`src/design/lpmd_pkg.sv`:
```
// ----------------------------------------------------------------------------
// lpmd_pkg
// Shared types and codes for the length-prefixed message deframer.
// ----------------------------------------------------------------------------
`default_nettype none

package lpmd_pkg;

    // Counter, type store and queue sizing
    localparam int COUNT_WIDTH_DEF = 32;
    localparam int TYPE_COUNT      = 256;
    localparam int TYPE_AW         = $clog2(TYPE_COUNT);
    localparam int QUEUE_DEPTH_DEF = 4;
    localparam int OUT_COUNT_W     = 32;

    // Input commands
    localparam logic [1:0] CMD_BYTE  = 2'd0;
    localparam logic [1:0] CMD_EOS   = 2'd1;
    localparam logic [1:0] CMD_ERROR = 2'd2;
    localparam logic [1:0] CMD_QUERY = 2'd3;

    // Result kinds
    localparam logic [2:0] KIND_BODY      = 3'd0;
    localparam logic [2:0] KIND_SESS_END  = 3'd1;
    localparam logic [2:0] KIND_CLEAN_EOF = 3'd2;
    localparam logic [2:0] KIND_TRUNC     = 3'd3;
    localparam logic [2:0] KIND_SRC_ERR   = 3'd4;
    localparam logic [2:0] KIND_COUNT     = 3'd5;

    typedef enum logic [1:0] {
        PH_HIGH,
        PH_LOW,
        PH_BODY,
        PH_STOP
    } phase_t;

    // One classified operation handed from the front to the back
    typedef struct packed {
        logic [2:0]         kind;
        logic [7:0]         data_byte;
        logic               first_byte;
        logic               last_byte;
        logic [15:0]        msg_length;
        logic [TYPE_AW-1:0] addr;
        logic               incr;
    } op_t;

endpackage

`default_nettype wire

```
`src/design/lpmd_queue.sv`:
```
// ----------------------------------------------------------------------------
// lpmd_queue
// Short FIFO of classified operations between front and back.
// ----------------------------------------------------------------------------
`default_nettype none

module lpmd_queue #(
    parameter int DEPTH = lpmd_pkg::QUEUE_DEPTH_DEF
) (
    input  wire logic          clk,
    input  wire logic          rst_n,
    input  wire logic          push,
    input  wire lpmd_pkg::op_t push_op,
    input  wire logic          pop,
    output lpmd_pkg::op_t      head_op,
    output logic               head_valid,
    output logic               full
);

    localparam int PTR_W = (DEPTH > 1) ? $clog2(DEPTH) : 1;
    localparam int CNT_W = $clog2(DEPTH + 1);

    lpmd_pkg::op_t    slots [DEPTH];
    logic [PTR_W-1:0] wr_ptr_reg, wr_ptr_next;
    logic [PTR_W-1:0] rd_ptr_reg, rd_ptr_next;
    logic [CNT_W-1:0] count_reg, count_next;

    assign head_valid = (count_reg != '0);
    assign full       = (count_reg == CNT_W'(DEPTH));
    assign head_op    = slots[rd_ptr_reg];

    always_comb
    begin
        wr_ptr_next = wr_ptr_reg;
        rd_ptr_next = rd_ptr_reg;
        count_next  = count_reg;
        if (push)
        begin
            wr_ptr_next = (wr_ptr_reg == PTR_W'(DEPTH - 1)) ? '0 : wr_ptr_reg + 1'b1;
        end
        if (pop)
        begin
            rd_ptr_next = (rd_ptr_reg == PTR_W'(DEPTH - 1)) ? '0 : rd_ptr_reg + 1'b1;
        end
        if (push && !pop)
        begin
            count_next = count_reg + 1'b1;
        end
        else if (pop && !push)
        begin
            count_next = count_reg - 1'b1;
        end
    end

    always_ff @(posedge clk or negedge rst_n)
    begin
        if (!rst_n)
        begin
            wr_ptr_reg <= '0;
            rd_ptr_reg <= '0;
            count_reg  <= '0;
        end
        else
        begin
            wr_ptr_reg <= wr_ptr_next;
            rd_ptr_reg <= rd_ptr_next;
            count_reg  <= count_next;
        end
    end

    always_ff @(posedge clk)
    begin
        if (push)
        begin
            slots[wr_ptr_reg] <= push_op;
        end
    end

endmodule

`default_nettype wire

```
`config.mk`:
```
export PLATFORM = sky130hd
export DESIGN_NAME = lpmd_queue
export DESIGN_NICKNAME = d
export VERILOG_FILES = /design/src/design/lpmd_pkg.sv /design/src/design/lpmd_queue.sv
export SDC_FILE = /design/constraint.sdc
export NUM_CORES = 1
export LEC_CHECK = 0
export BUFFER_PORTS_ARGS = -buffer_cell sky130_fd_sc_hd__buf_2
export CORE_ASPECT_RATIO = 0.7
export CORE_MARGIN = 2
export CORE_UTILIZATION = 57
export CTS_CLUSTER_SIZE = 12
export DETAILED_ROUTE_END_ITERATION = 7
export PLACE_DENSITY = 0.79
export SYNTH_ARGS = -nofsm -noshare
export SYNTH_HDL_FRONTEND = slang
export SYNTH_SLANG_ARGS = --single-unit
```
`constraint.sdc`:
```
create_clock -name clk -period 2.76 [get_ports clk]
set_clock_uncertainty 0.1 [all_clocks]
set_input_delay 0.276 -clock clk [delete_from_list [all_inputs] [get_ports clk]]
set_output_delay 0.276 -clock clk [all_outputs]
set_load 0.02 [all_outputs]
```
==> results <==
- The clock passes through at most 2 buffers.
- For the finished layout, the period the worst path requires is 2.43 ns.
- The worst hold margin is 0.0556 ns.
- The detailed placer's ending HPWL is 6.12 mm.
- At the end of the flow, the number of nets in the layout was 422.
- Summing all placed instances gives a cell area of 6510 um2.
- For the pin with the worst max-slew slack, the measured transition is 0.609 ns.
- In this run switching power makes up 30.3% of total power.
- Setup slack on the critical path of the routed design comes to 0.326 ns.
- The max-cap violation count is 0.
- After clock tree synthesis, the setup repair step added 0 buffers.
- The data arrival time at the worst-slack endpoint is 2.06 ns.
- Compared with the post-synthesis result, the final layout area differs by 26.1%.
- The flip-flop count of the largest register, all copies and words added is 152.
- The post-route standard cell area excluding fillers is 7500 um2.
- The synthesized netlist net count is 285.
- The run finished with clean final reports.
- The largest area contributor in the netlist is sky130_fd_sc_hd__edfxtp_1.
- Port buffering added 81 buffers.
- The worst setup path is captured at a primary output.
- Setup repair after global routing left no endpoint under its margin.
- Yosys attributes the largest share of cell area to sky130_fd_sc_hd__edfxtp_1 77%, sky130_fd_sc_hd__mux4_2 14%, sky130_fd_sc_hd__dfrtp_1 2.9%.
- In the synthesized netlist, the cells that appear most often are 152 x sky130_fd_sc_hd__edfxtp_1, 38 x sky130_fd_sc_hd__mux4_2, 7 x sky130_fd_sc_hd__dfrtp_1, 6 x sky130_fd_sc_hd__ha_1.
- The number of instances in the synthesized netlist is 236.
- The final-layout setup total negative slack is 0 ns.
- Registers are responsible for 41.3% of the overall power.
- The flip-flop cell with the highest count after synthesis is sky130_fd_sc_hd__edfxtp_1.
- In this run, the combinational gates consume 29.1% of the power.
- The number of instances in the placed design is 447.
- Data on the critical path is required at its endpoint by 2.38 ns.
- The total standard cell area after synthesis is 5950 um2.
- In this run, CTS created clock tree buffers numbering 17.
- The relative slew slack is 59.4%.
- The final non-filler cell total is 518.
- The routability congestion estimate is 0.666.
- The via count of the first global-routing pass is 3066.
- The total grt overflow is 0.
- The async set-or-reset flop fraction in the synthesized netlist is 4.40%.
- STA classifies the critical path startpoint as a register.
- The count of flip-flops with a built-in enable after synthesis is 152.
- The post-route netlist has 42.5% of its cells at a drive strength greater than 1.
- The worst voltage drop across the vdd grid is 662 uV.
- In this run, the number of DRC markers left after iteration 0 of detailed routing was 166.
- Global routing consumed, over all layers together, 20.8% of the routing resources.
- In this run the register-to-register setup slack is 0.91 ns.
- Detailed routing inserted a total of 2822 vias.
- The number of buffers and inverters on the critical path is 2.
- The first global-routing pass estimated 16.6 mm of wire.
- The number of top-level pins is 82.
- In the finished design, the share of the clock period the worst path needs comes to 88.2%.
- The highest fanout seen on the critical path is 21.
- The top cell type by area accounts for 76.8% of the synthesized area.
- The critical path goes through buf_4, mux4_2, buf_2.
- The latest clock arrival within the worst-skew pair is 0.41 ns.
- The power density over the cells is 1060 nW/um2.
- Sequential cells were found to cover 79.7% of the synthesized design area.
- The total wirelength of the detailed-routed design is 10.8 mm.
- The stage delay of the slowest cell on the critical path is 0.69 ns.
- The hold violation count in the final report came to 0.
- The DRC violation count after routing is 0.
- The H-tree depth is 4.
- Entering global routing, the biggest net connects 23 pins.
- The most repeated cell in the gate-level netlist after synthesis is sky130_fd_sc_hd__edfxtp_1.
- TritonCTS built the clock tree.
- In this run, synthesis produced a sequential element count of 159.
- The wire length per cell after detailed routing is 20.8 um.
- The number of clock sinks is 159.
- The path category of the worst min-delay check is in2reg.
- The mean cell area of the mapped netlist is 25.2 um2.
- The tree is rooted in a sky130_fd_sc_hd__clkbuf_16.
- Per report_power, the clock group accounts for 29.6% of the total.
- The kind of critical path is reg2out.
- The fmax is 0.411 GHz.
- In this run the static leakage power is 2.65 nW.
- The max-slew violation total from the final report is 0.
- Row generation in the floorplan step produced 31 rows.
- Setup violations remaining at the end of the flow were counted as 0.
- The number of vias per cell after detailed routing is 5.45.
- In this run the remaining antenna-violating nets after routing total 0.
- The first detailed-routing pass took 4 iterations.
- The number of antenna diodes in the final layout is 0.
- The number of distinct standard cells referenced by the synthesized netlist is 19.
- From bottom edge to top edge, the die measures 89.5 um.
- The internal power component is 5.55 mW.
- The initial antenna violation count is 0.
- The effective utilization at floorplan is 58.1%.
- The family with the most delay on the worst path is flip-flops.
- The die covers 11300 um2.
- The placeable core area is 10200 um2.
- The largest individual stage delay along the critical path comes from the cell sky130_fd_sc_hd__dfrtp_2.
- The net switching power is 2.41 mW.
- The number of synthesis warnings is 0.
- In this run the horizontal extent of the chip is 126 um.
- The final core utilization is 73.3%.
- The overall power of the completed layout is 7.96 mW.
- OpenSTA, run right after detailed placement, puts the worst setup slack at 0.744 ns.
- After clock tree synthesis, the clock-pin slew on the worst setup and hold paths is 0.06 ns.
## area by class of cell
cell class	count	area (um2)
Sequential cell	159	4740
Fill cell	592	2740
Multi-Input combinational cell	64	1080
Timing Repair Buffer	127	898
Clock buffer	19	433
Tap cell	132	165
Clock inverter	13	164
Inverter	4	15.0
## kinds of logic (layout without fill, tap and decap cells)
logic type / Yosys count / after routing / share of synthesized area (%)
DFF: 159 / 159 / 79.7
muxes: 41 / 41 / 15.0
buffers and inverters: 13 / 163 / 2.17
and+or+nand+nor: 11 / 11 / 0.968
adders and majority gates: 7 / 7 / 1.60
xor gates and xnor gates: 3 / 3 / 0.442
AOI/OAI and AO/OA: 2 / 2 / 0.168
## placed cells by master (no fill, tap or decap), drive strengths merged, types with 4 or more instances in the layout
cell type / synthesis / layout
and2: 4 / 4
buf: 9 / 88
clkbuf: 0 / 19
clkinv: 0 / 5
dfrtp: 7 / 7
dlygate4sd3: 0 / 39
edfxtp: 152 / 152
ha: 6 / 6
inv: 4 / 6
mux4: 38 / 38
## routing by layer
layer  part of all wire, %  track usage, %  vias to the layer above
met3                   6.8            7.24                       11
li1                      -               -                     1262
met5                     0               0                        -
met1                    42            25.5                     1454
met4                   1.1            7.19                        0
met2                    50            35.6                       95
## power by group through the flow
stage	registers [mW]	clock network [mW]	logic [mW]
2_1_floorplan	3.24	0	1.78
3_3_place_gp	3.31	0	2.27
3_5_place_dp	3.33	0	2.31
4_1_cts	3.29	2.38	2.37
5_1_grt	3.32	2.48	2.51
6_report	3.29	2.35	2.32
## final timing paths
| check | to | depth (start not counted) | start |
|---|---|---|---|
| hold / removal | rd_ptr_reg[0] | 2 | pop |
| min in group asynchronous | wr_ptr_reg[0] | 2 | rst_n |
| hold reg to reg | count_reg[2] | 1 | count_reg[2] |
| max in group asynchronous | rd_ptr_reg[0] | 2 | rst_n |
| setup reg to reg | slots[0][15] | 4 | wr_ptr_reg[0] |
| setup / recovery | head_op[1] | 3 | rd_ptr_reg[1] |
## repair_timing
action / in CTS / in global routing
gates resized for setup: 0 / 0
endpoints found under the hold margin: 159 / 0
hold buffers: 39 / 0
setup endpoints to repair: 0 / 0
No activity file was read; power rests on OpenSTA's default activity.
