===== config.mk =====
export PLATFORM = sky130hd
export DESIGN_NAME = lpmd_front
export DESIGN_NICKNAME = d
export VERILOG_FILES = /design/src/design/lpmd_pkg.sv /design/src/design/lpmd_front.sv
export SDC_FILE = /design/constraint.sdc
export NUM_CORES = 1
export LEC_CHECK = 0
export BUFFER_PORTS_ARGS = -buffer_cell sky130_fd_sc_hd__buf_2
export CAP_MARGIN = 15
export CORE_ASPECT_RATIO = 0.6
export CORE_MARGIN = 1
export CORE_UTILIZATION = 30
export DETAILED_ROUTE_END_ITERATION = 10
export PLACE_DENSITY_LB_ADDON = 0.2
export SETUP_SLACK_MARGIN = 0.15
export SLEW_MARGIN = 0
export SYNTH_ARGS = -nofsm -noshare
export SYNTH_HDL_FRONTEND = slang
export SYNTH_SLANG_ARGS = --single-unit
export TNS_END_PERCENT = 1

===== constraint.sdc =====
create_clock -name clk -period 2.2 [get_ports clk]
set_input_delay 0.33 -clock clk [delete_from_list [all_inputs] [get_ports clk]]
set_output_delay 0.33 -clock clk [all_outputs]
set_load 0.02 [all_outputs]

===== src/design/lpmd_pkg.sv =====
// ----------------------------------------------------------------------------
// lpmd_pkg
// Shared types and codes for the length-prefixed message deframer.
// ----------------------------------------------------------------------------
`default_nettype none

package lpmd_pkg;

    // Counter, type store and queue sizing
    localparam int COUNT_WIDTH_DEF = 32;
    localparam int TYPE_COUNT      = 256;
    localparam int TYPE_AW         = $clog2(TYPE_COUNT);
    localparam int QUEUE_DEPTH_DEF = 4;
    localparam int OUT_COUNT_W     = 32;

    // Input commands
    localparam logic [1:0] CMD_BYTE  = 2'd0;
    localparam logic [1:0] CMD_EOS   = 2'd1;
    localparam logic [1:0] CMD_ERROR = 2'd2;
    localparam logic [1:0] CMD_QUERY = 2'd3;

    // Result kinds
    localparam logic [2:0] KIND_BODY      = 3'd0;
    localparam logic [2:0] KIND_SESS_END  = 3'd1;
    localparam logic [2:0] KIND_CLEAN_EOF = 3'd2;
    localparam logic [2:0] KIND_TRUNC     = 3'd3;
    localparam logic [2:0] KIND_SRC_ERR   = 3'd4;
    localparam logic [2:0] KIND_COUNT     = 3'd5;

    typedef enum logic [1:0] {
        PH_HIGH,
        PH_LOW,
        PH_BODY,
        PH_STOP
    } phase_t;

    // One classified operation handed from the front to the back
    typedef struct packed {
        logic [2:0]         kind;
        logic [7:0]         data_byte;
        logic               first_byte;
        logic               last_byte;
        logic [15:0]        msg_length;
        logic [TYPE_AW-1:0] addr;
        logic               incr;
    } op_t;

endpackage

`default_nettype wire


===== src/design/lpmd_front.sv =====
// ----------------------------------------------------------------------------
// lpmd_front
// Framing state machine: takes items, tracks the length prefix and body,
// and classifies each item, turning those that yield a result into an operation for the back end.
// ----------------------------------------------------------------------------
`default_nettype none

module lpmd_front (
    input  wire logic            clk,
    input  wire logic            rst_n,
    input  wire logic            fire,
    input  wire logic [1:0]      cmd,
    input  wire logic [7:0]      byte_value,
    input  wire logic [7:0]      query_type,
    output logic                 push,
    output lpmd_pkg::op_t        push_op
);

    lpmd_pkg::phase_t phase_reg, phase_next;
    logic [7:0]  length_high_reg, length_high_next;
    logic [15:0] message_length_reg, message_length_next;
    logic [15:0] bytes_left_reg, bytes_left_next;
    logic [7:0]  current_type_reg, current_type_next;

    logic [15:0] cur_len;
    logic [15:0] new_len;
    logic        is_first;
    logic        is_last;

    always_ff @(posedge clk or negedge rst_n)
    begin
        if (!rst_n)
        begin
            phase_reg          <= lpmd_pkg::PH_HIGH;
            length_high_reg    <= '0;
            message_length_reg <= '0;
            bytes_left_reg     <= '0;
            current_type_reg   <= '0;
        end
        else
        begin
            phase_reg          <= phase_next;
            length_high_reg    <= length_high_next;
            message_length_reg <= message_length_next;
            bytes_left_reg     <= bytes_left_next;
            current_type_reg   <= current_type_next;
        end
    end

    assign cur_len  = (phase_reg == lpmd_pkg::PH_BODY) ? message_length_reg : 16'd0;
    assign new_len  = {length_high_reg, byte_value};
    assign is_first = (bytes_left_reg == message_length_reg);
    assign is_last  = (bytes_left_reg <= 16'd1);

    always_comb
    begin
        phase_next          = phase_reg;
        length_high_next    = length_high_reg;
        message_length_next = message_length_reg;
        bytes_left_next     = bytes_left_reg;
        current_type_next   = current_type_reg;
        push                = 1'b0;
        push_op             = '0;
        push_op.msg_length  = cur_len;

        if (fire)
        begin
            if (cmd == lpmd_pkg::CMD_QUERY)
            begin
                // counter reads are answered in every phase
                push         = 1'b1;
                push_op.kind = lpmd_pkg::KIND_COUNT;
                push_op.addr = query_type;
            end
            else if (phase_reg != lpmd_pkg::PH_STOP)
            begin
                unique case (cmd)
                    lpmd_pkg::CMD_ERROR:
                    begin
                        phase_next   = lpmd_pkg::PH_STOP;
                        push         = 1'b1;
                        push_op.kind = lpmd_pkg::KIND_SRC_ERR;
                    end
                    lpmd_pkg::CMD_EOS:
                    begin
                        phase_next   = lpmd_pkg::PH_STOP;
                        push         = 1'b1;
                        push_op.kind = (phase_reg == lpmd_pkg::PH_BODY && !is_first)
                                       ? lpmd_pkg::KIND_TRUNC : lpmd_pkg::KIND_CLEAN_EOF;
                    end
                    default:
                    begin
                        unique case (phase_reg)
                            lpmd_pkg::PH_HIGH:
                            begin
                                length_high_next = byte_value;
                                phase_next       = lpmd_pkg::PH_LOW;
                            end
                            lpmd_pkg::PH_LOW:
                            begin
                                if (new_len == 16'd0)
                                begin
                                    phase_next   = lpmd_pkg::PH_STOP;
                                    push         = 1'b1;
                                    push_op.kind = lpmd_pkg::KIND_SESS_END;
                                end
                                else
                                begin
                                    message_length_next = new_len;
                                    bytes_left_next     = new_len;
                                    phase_next          = lpmd_pkg::PH_BODY;
                                end
                            end
                            lpmd_pkg::PH_BODY:
                            begin
                                push               = 1'b1;
                                push_op.kind       = lpmd_pkg::KIND_BODY;
                                push_op.data_byte  = byte_value;
                                push_op.first_byte = is_first;
                                push_op.last_byte  = is_last;
                                push_op.addr       = is_first ? byte_value : current_type_reg;
                                push_op.incr       = is_last;
                                if (is_first)
                                begin
                                    current_type_next = byte_value;
                                end
                                bytes_left_next = bytes_left_reg - 16'd1;
                                if (is_last)
                                begin
                                    bytes_left_next = '0;
                                    phase_next      = lpmd_pkg::PH_HIGH;
                                end
                            end
                            default:
                            begin
                                phase_next = phase_reg;
                            end
                        endcase
                    end
                endcase
            end
        end
    end

endmodule

`default_nettype wire


==> impl_metrics.yaml <==
timing:
  period_share_pct: 107
  setup_viol: 12
  slew_viol_final: 0
  slew_headroom_pct: 66.4
  hold_viol: 19
  finalWorstPathRequiredPeriod_ns: 2.35
  finalSetupTns_ns: -1.42
  fin_skew_ns: 0.00661
  rsz0062_at_grt: "yes"
  worst_pin_slew_ns: 0.504
  timing.fmax_ghz: 0.425
  timing.hold.ws_ns: -0.0123
  worst_slack_ns: -0.153
pwr:
  ir_drop_mv: 0.417
  total_power_mw: 4.60
  power-per-cell-area_mw_per_mm2: 1080
  leakage_nw: 2.06
cts:
  htree_levels: 2
  ctsLongestPathBuffers: 2
  cts_tree: "built"
  clock_sinks: 50
  numCtsBuffers: 5
  cts_root_buf: "clkbuf_16"
  clk_pin_slew_ns: 0.07
  holdBufCountCts: 0
  clock_latency_ns: 0.30
finish:
  antennaDiodeCount: 0
  nets: 437
  drive_gt1_share_pct: 39.7
  final_common_cell: "dfrtp_1"
  syn2layout_area_growth_pct: 31.4
  final_cell_mix: "dfrtp_1, buf_2, buf_4, nand2_1, o21ai_0"
floorplan:
  die_h_um: 82.5
  start_util_pct: 31.9
  die_area_sq_mm: 0.0112
  die_w_um: 136
  rows: 28
  num_io_pins: 60
  fp.coreArea_sq_mm: 0.0102
place:
  dp_hpwl_um: 7470
  portBuffers: 59
  routabilityCongestion: 0.851
yosys:
  yosysTopAreaCell: "dfrtp_1"
  syn_avg_cell_area_sq_um: 9.77
  syn_inst: 332
  synth_edf_count: 0
  yosysTopAreaCellShare_pct: 38.6
  yosysWarnings: 0
  synth_area_leaders: "dfrtp_1, mux2_2, o21ai_0"
  async_flop_share_pct: 100
  synthFlopType: "dfrtp_1"
  ys_seq_area_share_pct: 38.6
  syn-num-nets: 364
  yosys.cell_types.count: 57
  synth_seq_cells: 50
  netlist_area_sq_mm: 0.00324
routing:
  drtPass1Iterations: 4
  vias: 2847
  drt-met1-wl_um: 5610
  drcViolationCount: 0
  ant_nets: 0
  viasPerCell: 5.26
  wl_per_cell_um: 18.5
  highest_layer: "met4"
  wl_met2_um: 3890
  met3_length_um: 433
  first_iter_violations: 167
  postRouteWirelength_um: 10000
global_routing:
  grtUsageTotal_pct: 19.2
  overflow: 0
  grt_first_pass_wirelength_um: 16100
  grt_max_degree: 29
  grt_pass1_vias: 2757
  antenna_found_initial: 0
worst_setup_path:
  end_kind: "output pin"
  cp.required_ns: 1.87
  crit_arrival_ns: 2.02
  worst-path-max-fanout: 11
  start_kind: "flop"
  path_class: "reg -> out"
run:
  drv_cap: 0
min_path:
  hold_class: "in -> async"
status:
  outcome: "complete, but fails checks"
  violations: "negative hold slack, negative setup slack"
-- per-stage QoR --
step           setup WS (ns)  instances  util [%]  instance area, sq um
2_1_floorplan         0.0709        332         -                  3260
3_3_place_gp          0.0667        532      37.7                  3830
3_5_place_dp         0.00740        532      37.7                  3830
4_1_cts               -0.170        541      41.0                  4170
5_1_grt               -0.242        541      42.0                  4260
6_report              -0.153        541      42.0                  4260
-- worst paths after layout --
path | start | endpoint | slack [ns] | cells past startpoint
setup / recovery | message_length_reg[11] | push_op[8] | -0.15 | 7
hold / removal | rst_n | phase_reg[0] | -0.01 | 1
setup reg to reg | message_length_reg[11] | current_type_reg[7] | 0.07 | 8
hold reg to reg | current_type_reg[2] | current_type_reg[2] | 0.51 | 1
max in group asynchronous | rst_n | length_high_reg[3] | 1.56 | 2
min in group clk | byte_value[3] | current_type_reg[3] | 0.32 | 2
-- power breakdown --
| part | leakage [nW] | switching [mW] | internal [mW] |
|---|---|---|---|
| clock | 0.0848 | 0.392 | 0.546 |
| sequential | 0.644 | 0.448 | 1.23 |
| combinational | 1.33 | 1.06 | 0.924 |
| total | 2.06 | 1.90 | 2.70 |
-- critical path, cell delays in order (launching register included) --
cell     delay, ns
dfrtp_1       0.42
xor2_1        0.18
nor4_2        0.35
nand4_1       0.16
buf_6         0.19
mux2i_1       0.13
o21ai_1       0.13
buf_4         0.16
-- cell families after synthesis --
kind of cell             after synthesis  share of synthesized area [%]
XOR/XNOR                              16                           4.32
flip-flops                            50                           38.6
multiplexers                          36                           12.6
AO/OA/AOI/OAI                         64                           13.6
adder cells (fa/ha/maj)               11                           4.24
AND/OR/NAND/NOR                      124                           21.6
buffers and inverters                 31                           5.05
-- what timing repair did --
item | in CTS | in global routing
pin swaps | 10 | 6
gates resized for setup | 43 | 27
setup buffers | 1 | 0
gates cloned | 0 | 0
endpoints found under the setup margin | 49 | 57
-- layout make-up --
type / count / area [sq um]
fill: 1021 / 5900
tap: 135 / 169
clock buffer: 5 / 125
clock inverter: 3 / 47.5
timing repair buffer: 87 / 643
sequential: 50 / 1260
multi-input combinational: 251 / 1980
inverter: 10 / 37.5
-- cell usage after synthesis, types with 2 or more instances --
cell type	n
nor2b_1	5
nor4_1	16
inv_1	10
nand2b_1	3
a221o_1	5
mux2_4	4
a21oi_1	4
a311oi_1	2
buf_6	3
nor3b_1	2
nand2_1	28
o41ai_1	2
clkbuf_1	12
dfrtp_1	50
and3_1	6
and2_1	20
xor2_1	16
nor3_1	8
o21ai_0	28
nor2_1	17
mux2_2	23
nand3_1	4
a22o_1	5
nand4_1	3
o2111ai_1	2
ha_1	11
o22ai_1	3
mux2i_1	9
buf_4	3
-- layer usage --
layer / GRT usage (%) / vias to the layer above
met1: 30.7 / 1414
li1: - / 1350
met2: 25.8 / 75
met3: 3.42 / 8
met5: 0 / -
met4: 4.44 / 0
Power figures use the tool's default switching activity.
